### src/bps_pkg.sv
// Shared types and constants of the beep pattern sequencer.
package bps_pkg;

	localparam int QueueDepth = 10;
	localparam int QidxW = $clog2(QueueDepth);
	localparam int QcntW = $clog2(QueueDepth + 1);

	typedef logic [QidxW-1:0] qidx_t;
	typedef logic [QcntW-1:0] qcnt_t;

	localparam logic OP_TICK = 1'b0;
	localparam logic OP_ENQ  = 1'b1;

	typedef enum logic [2:0] {
		PH_INIT      = 3'd0,
		PH_IDLE      = 3'd1,
		PH_DELAY     = 3'd2,
		PH_TURN_ON   = 3'd3,
		PH_BEEPING   = 3'd4,
		PH_TURN_OFF  = 3'd5,
		PH_INTERLUDE = 3'd6
	} phase_t;

	typedef enum logic {
		CS_IDLE,
		CS_EXEC
	} ctl_state_t;

	typedef enum logic [1:0] {
		CL_NONE,
		CL_DELAY,
		CL_WIDTH,
		CL_GAP
	} cnt_load_t;

	typedef struct packed {
		logic [7:0]  times;
		logic [15:0] width;
		logic [15:0] delay;
		logic [15:0] gap;
	} entry_t;

	typedef struct packed {
		logic      capture;
		logic      commit;
		logic      enqueue;
		logic      tick;
		cnt_load_t load;
		logic      buzz_set;
		logic      buzz_clr;
		logic      rep_next;
		logic      pop;
		logic      busy;
	} dp_cmd_t;

	typedef struct packed {
		logic is_enq;
		logic cnt_zero;
		logic q_nonempty;
		logic last_rep;
	} dp_stat_t;

endpackage

### src/beep_pattern_sequencer_top.sv
// Top level of the beep pattern sequencer: controller plus datapath.
// A request is captured on transfer, then executed once the result register is free.
// No new request is taken until the last has executed, set by the capture/execute loop;
// a stalled result holds execution of the next item until the result register frees.
// Reset: phase returns to init, the queue is empty, countdown and buzzer state are zero.
// Queue storage is not cleared by reset; only written entries are ever used.
module beep_pattern_sequencer_top (
	input  logic        clk,
	input  logic        arst_n,
	input  logic        req_valid,
	output logic        req_ready,
	input  logic        opcode,
	input  logic [7:0]  repeat_count,
	input  logic [15:0] on_ticks,
	input  logic [15:0] delay_ticks,
	input  logic [15:0] gap_ticks,
	output logic        rsp_valid,
	input  logic        rsp_ready,
	output logic        buzzer_on,
	output logic        accepted,
	output logic [3:0]  queue_count,
	output logic        busy_res
);
	import bps_pkg::*;

	dp_cmd_t  cmd;
	dp_stat_t stat;

	bps_ctrl u_ctrl (
		.clk       (clk),
		.arst_n    (arst_n),
		.req_valid (req_valid),
		.req_ready (req_ready),
		.rsp_valid (rsp_valid),
		.rsp_ready (rsp_ready),
		.stat      (stat),
		.cmd       (cmd)
	);

	bps_datapath u_dp (
		.clk          (clk),
		.arst_n       (arst_n),
		.cmd          (cmd),
		.stat         (stat),
		.opcode       (opcode),
		.repeat_count (repeat_count),
		.on_ticks     (on_ticks),
		.delay_ticks  (delay_ticks),
		.gap_ticks    (gap_ticks),
		.buzzer_on    (buzzer_on),
		.accepted     (accepted),
		.queue_count  (queue_count),
		.busy_res     (busy_res)
	);

endmodule

### src/bps_datapath.sv
// Datapath: request queue, countdown, repetition counter, buzzer and result registers.
module bps_datapath (
	input  logic             clk,
	input  logic             arst_n,
	input  bps_pkg::dp_cmd_t cmd,
	output bps_pkg::dp_stat_t stat,
	input  logic             opcode,
	input  logic [7:0]       repeat_count,
	input  logic [15:0]      on_ticks,
	input  logic [15:0]      delay_ticks,
	input  logic [15:0]      gap_ticks,
	output logic             buzzer_on,
	output logic             accepted,
	output logic [3:0]       queue_count,
	output logic             busy_res
);
	import bps_pkg::*;

	logic   op_q;
	entry_t req_q;
	entry_t mem [QueueDepth];
	entry_t rd_q;
	qidx_t  head_q;
	qidx_t  tail_q;
	qcnt_t  count_q;
	qcnt_t  count_d;
	logic [7:0]  rep_q;
	logic [15:0] cnt_q;
	logic [15:0] cnt_dec;
	logic [15:0] cnt_d;
	logic        buzz_q;
	logic        buzz_d;
	logic        full;
	logic        enq_ok;
	logic        pop_ok;
	logic        out_buzz_q;
	logic        out_acc_q;
	logic [3:0]  out_cnt_q;
	logic        out_busy_q;

	function automatic qidx_t idx_inc(input qidx_t idx);
		return (idx == QidxW'(QueueDepth - 1)) ? '0 : idx + 1'b1;
	endfunction

	// Input capture; zero repeat, delay and gap are stored as one.
	always_ff @(posedge clk) begin
		if (cmd.capture) begin
			op_q        <= opcode;
			req_q.times <= (repeat_count == 8'd0) ? 8'd1 : repeat_count;
			req_q.width <= on_ticks;
			req_q.delay <= (delay_ticks == 16'd0) ? 16'd1 : delay_ticks;
			req_q.gap   <= (gap_ticks == 16'd0) ? 16'd1 : gap_ticks;
		end
	end

	// Queue storage with a registered read of the head entry.
	always_ff @(posedge clk) begin
		if (cmd.commit && enq_ok) begin
			mem[tail_q] <= req_q;
		end
		rd_q <= mem[head_q];
	end

	assign full    = (count_q == QcntW'(QueueDepth));
	assign enq_ok  = cmd.enqueue && !full;
	assign pop_ok  = cmd.pop && (count_q != '0);
	assign cnt_dec = (cnt_q != 16'd0) ? cnt_q - 16'd1 : cnt_q;

	// Next values of the countdown, buzzer and fill count.
	always_comb begin
		cnt_d = cmd.tick ? cnt_dec : cnt_q;
		case (cmd.load)
			CL_DELAY: cnt_d = rd_q.delay;
			CL_WIDTH: cnt_d = rd_q.width;
			CL_GAP:   cnt_d = rd_q.gap;
			default:  cnt_d = cmd.tick ? cnt_dec : cnt_q;
		endcase
		buzz_d = buzz_q;
		if (cmd.buzz_set) begin
			buzz_d = 1'b1;
		end else if (cmd.buzz_clr) begin
			buzz_d = 1'b0;
		end
		count_d = count_q;
		if (enq_ok) begin
			count_d = count_q + 1'b1;
		end else if (pop_ok) begin
			count_d = count_q - 1'b1;
		end
	end

	// State registers, updated once per executed item.
	always_ff @(posedge clk or negedge arst_n) begin
		if (!arst_n) begin
			head_q  <= '0;
			tail_q  <= '0;
			count_q <= '0;
			rep_q   <= '0;
			cnt_q   <= '0;
			buzz_q  <= 1'b0;
		end else if (cmd.commit) begin
			count_q <= count_d;
			cnt_q   <= cnt_d;
			buzz_q  <= buzz_d;
			if (enq_ok) begin
				tail_q <= idx_inc(tail_q);
			end
			if (pop_ok) begin
				head_q <= idx_inc(head_q);
				rep_q  <= '0;
			end else if (cmd.rep_next) begin
				rep_q <= rep_q + 8'd1;
			end
		end
	end

	// Result register.
	always_ff @(posedge clk) begin
		if (cmd.commit) begin
			out_buzz_q <= buzz_d;
			out_acc_q  <= enq_ok;
			out_cnt_q  <= 4'(count_d);
			out_busy_q <= cmd.busy;
		end
	end

	assign stat.is_enq     = (op_q == OP_ENQ);
	assign stat.cnt_zero   = (cnt_dec == 16'd0);
	assign stat.q_nonempty = (count_q != '0);
	assign stat.last_rep   = !(({1'b0, rep_q} + 9'd1) < {1'b0, rd_q.times});

	assign buzzer_on   = out_buzz_q;
	assign accepted    = out_acc_q;
	assign queue_count = out_cnt_q;
	assign busy_res    = out_busy_q;

endmodule

### src/bps_ctrl.sv
// Controller: transfer handshake and the seven-phase buzzer sequencer.
module bps_ctrl (
	input  logic              clk,
	input  logic              arst_n,
	input  logic              req_valid,
	output logic              req_ready,
	output logic              rsp_valid,
	input  logic              rsp_ready,
	input  bps_pkg::dp_stat_t stat,
	output bps_pkg::dp_cmd_t  cmd
);
	import bps_pkg::*;

	ctl_state_t state_q;
	ctl_state_t state_d;
	phase_t     phase_q;
	phase_t     phase_d;
	logic       out_valid_q;
	logic       out_free;

	assign out_free  = !out_valid_q || rsp_ready;
	assign req_ready = (state_q == CS_IDLE);
	assign rsp_valid = out_valid_q;

	always_ff @(posedge clk or negedge arst_n) begin
		if (!arst_n) begin
			state_q     <= CS_IDLE;
			phase_q     <= PH_INIT;
			out_valid_q <= 1'b0;
		end else begin
			state_q <= state_d;
			phase_q <= phase_d;
			if (cmd.commit) begin
				out_valid_q <= 1'b1;
			end else if (rsp_ready) begin
				out_valid_q <= 1'b0;
			end
		end
	end

	// Next state and datapath commands.
	always_comb begin
		state_d = state_q;
		phase_d = phase_q;
		cmd     = '0;
		unique case (state_q)
			CS_IDLE: begin
				if (req_valid) begin
					cmd.capture = 1'b1;
					state_d     = CS_EXEC;
				end
			end
			CS_EXEC: begin
				if (out_free) begin
					cmd.commit = 1'b1;
					state_d    = CS_IDLE;
					if (stat.is_enq) begin
						cmd.enqueue = 1'b1;
					end else begin
						// One tick: the countdown steps first, then the phase acts.
						cmd.tick = 1'b1;
						unique case (phase_q)
							PH_INIT: begin
								cmd.buzz_clr = 1'b1;
								phase_d      = PH_IDLE;
							end
							PH_IDLE: begin
								if (stat.q_nonempty) begin
									cmd.load = CL_DELAY;
									phase_d  = PH_DELAY;
								end
							end
							PH_DELAY: begin
								if (stat.cnt_zero) begin
									phase_d = PH_TURN_ON;
								end
							end
							PH_TURN_ON: begin
								cmd.buzz_set = 1'b1;
								cmd.load     = CL_WIDTH;
								phase_d      = PH_BEEPING;
							end
							PH_BEEPING: begin
								if (stat.cnt_zero) begin
									phase_d = PH_TURN_OFF;
								end
							end
							PH_TURN_OFF: begin
								cmd.buzz_clr = 1'b1;
								cmd.load     = CL_GAP;
								phase_d      = PH_INTERLUDE;
							end
							PH_INTERLUDE: begin
								if (stat.cnt_zero) begin
									if (stat.last_rep) begin
										cmd.pop = 1'b1;
									end else begin
										cmd.rep_next = 1'b1;
									end
									phase_d = PH_IDLE;
								end
							end
							default: begin
								phase_d = PH_INIT;
							end
						endcase
					end
				end
			end
			default: begin
				state_d = CS_IDLE;
			end
		endcase
		cmd.busy = (phase_d != PH_INIT) && (phase_d != PH_IDLE);
	end

endmodule

### config.mk
export PLATFORM = sky130hd
export DESIGN_NAME = beep_pattern_sequencer_top
export DESIGN_NICKNAME = d
export VERILOG_FILES = /design/src/bps_pkg.sv /design/src/beep_pattern_sequencer_top.sv /design/src/bps_datapath.sv /design/src/bps_ctrl.sv
export SDC_FILE = /design/constraint.sdc
export NUM_CORES = 1
export LEC_CHECK = 0
export ABC_AREA = 1
export BUFFER_PORTS_ARGS = -buffer_cell sky130_fd_sc_hd__buf_2
export CAP_MARGIN = 20
export CORE_MARGIN = 3
export CORE_UTILIZATION = 33
export DETAILED_ROUTE_END_ITERATION = 10
export SYNTH_ARGS = -nofsm -noshare
export SYNTH_HDL_FRONTEND = slang
export SYNTH_HIERARCHICAL = 1
export SYNTH_SLANG_ARGS = --single-unit
### constraint.sdc
create_clock -name clk -period 11.2 [get_ports clk]
set_clock_uncertainty 0.2 [all_clocks]
set_input_delay 1.68 -clock clk [delete_from_list [all_inputs] [get_ports clk]]
set_output_delay 1.68 -clock clk [all_outputs]
set_load 0.02 [all_outputs]
==> flow_summary.ini <==
[synth]
async_flop_share = 0.0582
syn_area_per_cell_um2 = 13.7
ys.flop_type = edfxtp_1
syn-cell-area_um2 = 27900
synth_seq_cells = 722
synthCells = 2035
synth_fp_nets = 2108
ys_seq_area_frac = 0.749
synth_enable_flop_cells = 624
ys_warn_count = 6
ys_types = 47

[global_routing]
grt_max_degree = 108
grt_util_all_layers = 0.149
grt_pass1_vias = 16800
antenna_found_initial = 1
gr-total-overflow = 0
first_pass_grt_wire_length_um = 103000

[setup_path]
timing.critical_path.required_ps = 11230
cp_common_cell = inv_1
cp-start-kind = input pin
timing.critical_path.slowest_stage_cell = nor2_4
critical_path.max_stage_delay_ps = 840
timing.critical_path.arrival_ps = 4950
crit_fanout = 30
endpoint_kind = flip-flop
timing.setup.critical_path_class = in2reg
series_of_cell_instances_along_the_critical_path = buf_2, inv_1, nand2_1, nand2_1, inv_1, inv_1, nor2_1, nand3_1, nor2_4, buf_4

[route]
ant_nets = 0
drt-total-wl_um = 66900
number_of_vias_per_cell = 5.09
post_drt_wl_per_cell_um = 20.5
drt_first_pass_iters = 5
vias_after_detailed_routing = 16600
detail_route.drc_violations = 0
iteration_0_drc_count_of_the_detailed_router = 1670

[die]
core_um2 = 83700
die_w_um = 297
die_h_um = 297
num_rows = 106
io-pin-count = 70
start_util = 0.333
die_area_um2 = 88100

[timing]
minimum_hold_slack_ps = 293
final.setup.tns_ps = 0
maxSlewHeadroom = 0.272
finalHoldViolations = 0
grt_setup_unrepaired = no
period_minus_slack_ps = 4920
setup_failing_eps_final = 0
number_of_pins_exceeding_their_max_slew_limit_in_the_final_report = 0
finalCritPeriodShare = 0.439
max_freq_ghz = 0.203
worst_slew_pin_slew_ps = 1090

[finish]
layout.cell_area.non_filler_um2 = 31800
layout-drive-gt1-share = 0.145
areaGrowthSynthToFinish_pct = 13.9
layout.cells.most_common_list = edfxtp_1 (624), o21ai_0 (252), nor2_1 (235)
most_frequent_standard_cell_in_the_layout_excluding_fill_and_tap_cells = edfxtp_1
num_antenna_cells = 0
layout.core_utilization = 0.380
fin_nets = 2136

[pwr]
peakVddDrop_mv = 0.0978
cell_internal_pwr_mw = 4.80
power_switching_share = 0.244
p_clk_frac = 0.398
comb_power_share = 0.080
power_leakage_nw = 10.9
power.switching_mw = 1.55
seq_power_share = 0.522
report.power.total_mw = 6.35
power_per_cell_area_nw_per_um2 = 200

[cts]
clock_transition_at_the_register_clock_pins_on_the_worst_setup_and_hold_paths_after_cts_ps = 60
cts_hold_buf = 0
clock_latency_ps = 620
clock_tree.htree_level_count = 3
ctsRootBufferMaster = clkbuf_16
cts.sinks = 722
cts_setup_buffers = 0
clock_tree_from_tritoncts = built
post_cts_resized = 0
cts_inserted_buffers = 76
max-clock-path-buffers = 3

[worst_hold_path]
hold_path_class = reg2reg

[placement]
dp_hpwl_um = 37300
io_buffers = 69
placed_cell_area_um2 = 29300
globalplace.congestion = 0.779

[status]
status = finished, final reports clean

[run]
maxCapViolCount = 0
## metal layers
metal / GRT usage / vias to the layer above / part of all wire
li1: - / 7589 / -
met1: 0.204 / 8331 / 0.44
met2: 0.239 / 559 / 0.47
met3: 0.0259 / 116 / 0.066
met4: 0.0523 / 0 / 0.025
met5: 0 / - / 0
## path summary, 6_finish.rpt
path                       depth (start not counted)  slack, ps                    endpoint                        from
setup / recovery                                  10       6280   u_dp/mem[0][33]$_DFFE_PP_                   rsp_ready
hold / removal                                     1        290  u_dp/tail_q[0]$_DFFE_PN0P_  u_dp/tail_q[0]$_DFFE_PN0P_
min in group asynchronous                          2        960   u_dp/rep_q[6]$_DFFE_PN0P_                      arst_n
setup reg to reg                                   8       6920       u_dp/rd_q[27]$_DFF_P_  u_dp/head_q[0]$_DFFE_PN0P_
max in group asynchronous                          2       9380  u_dp/head_q[0]$_DFFE_PN0P_                      arst_n
hold reg to reg                                    1        290  u_dp/tail_q[0]$_DFFE_PN0P_  u_dp/tail_q[0]$_DFFE_PN0P_
## registers in the layout (all words and copies together) (netlist names), 2 cells and up, named ones only
| signal | flops |
|---|---|
| u_dp/cnt_q | 16 |
| u_dp/head_q | 4 |
| u_dp/rd_q | 56 |
| u_dp/count_q | 4 |
| u_ctrl/phase_q | 2 |
| u_dp/rep_q | 8 |
| u_dp/queue_count | 4 |
| u_dp/tail_q | 4 |
| u_dp/req_q | 56 |
| u_dp/mem | 560 |
## logic make-up after synthesis
family | after synthesis | share of synthesized area
AOI/OAI and AO/OA | 521 | 0.124
xor gates and xnor gates | 16 | 0.00502
adders and majority gates | 12 | 0.00538
buffers and inverters | 224 | 0.0351
DFF | 722 | 0.749
and+or+nand+nor | 540 | 0.0808
## cell usage after synthesis (2+ instances only)
library cell / number / area share
a21oi_1: 12 / 0.0022
a21oi_2: 2 / 0.00063
a221oi_1: 36 / 0.011
a221oi_2: 61 / 0.033
a31oi_1: 2 / 0.00045
a41o_1: 2 / 0.00072
buf_1: 14 / 0.0019
buf_2: 14 / 0.0025
buf_4: 7 / 0.0019
buf_6: 12 / 0.0048
clkbuf_1: 99 / 0.013
dfrtp_1: 42 / 0.038
dfxtp_1: 56 / 0.040
edfxtp_1: 624 / 0.67
ha_1: 12 / 0.0054
inv_1: 70 / 0.0094
inv_2: 6 / 0.00081
nand2_1: 164 / 0.022
nand2_2: 5 / 0.0011
nand3_1: 89 / 0.016
nand3_2: 3 / 0.0011
nand4_1: 5 / 0.0011
nor2_1: 242 / 0.033
nor2_2: 3 / 0.00067
nor3_1: 13 / 0.0023
nor4_1: 12 / 0.0027
o2111ai_1: 16 / 0.0050
o211ai_1: 2 / 0.00054
o21ai_0: 252 / 0.045
o21ai_1: 120 / 0.022
o22ai_1: 8 / 0.0018
xor2_1: 15 / 0.0047
## power by group through the flow
stage | Sequential [mW] | Combinational (mW) | Clock, mW
CTS | 3.32 | 0.508 | 2.59
global placement | 3.36 | 0.493 | 0
global route | 3.34 | 0.576 | 2.69
finish | 3.32 | 0.509 | 2.52
floorplan | 3.32 | 0.345 | 0
detailed placement | 3.37 | 0.505 | 0
## layout make-up
cell class / instances / area, um2
Fill cell: 7825 / 51900
Sequential cell: 722 / 20900
Multi-Input combinational cell: 1089 / 6090
Clock buffer: 105 / 2060
Tap cell: 1134 / 1420
Timing Repair Buffer: 96 / 566
Clock inverter: 36 / 437
Inverter: 78 / 305
## through the flow
| stage | setup WS, ps | std cells |
|---|---|---|
| 2_1_floorplan | 3950 | 2035 |
| 3_5_place_dp | 5640 | 3117 |
| 5_1_grt | 6040 | 3260 |
| 6_report | 6280 | 3260 |
| 3_3_place_gp | 5710 | 3116 |
| 4_1_cts | 6290 | 3258 |
## critical path: cells and delay by family
family,cells,cell delay (ps)
simple gates,5,1890
buf+inv,5,1360
Note: power is estimated with default switching activity, not from simulation.
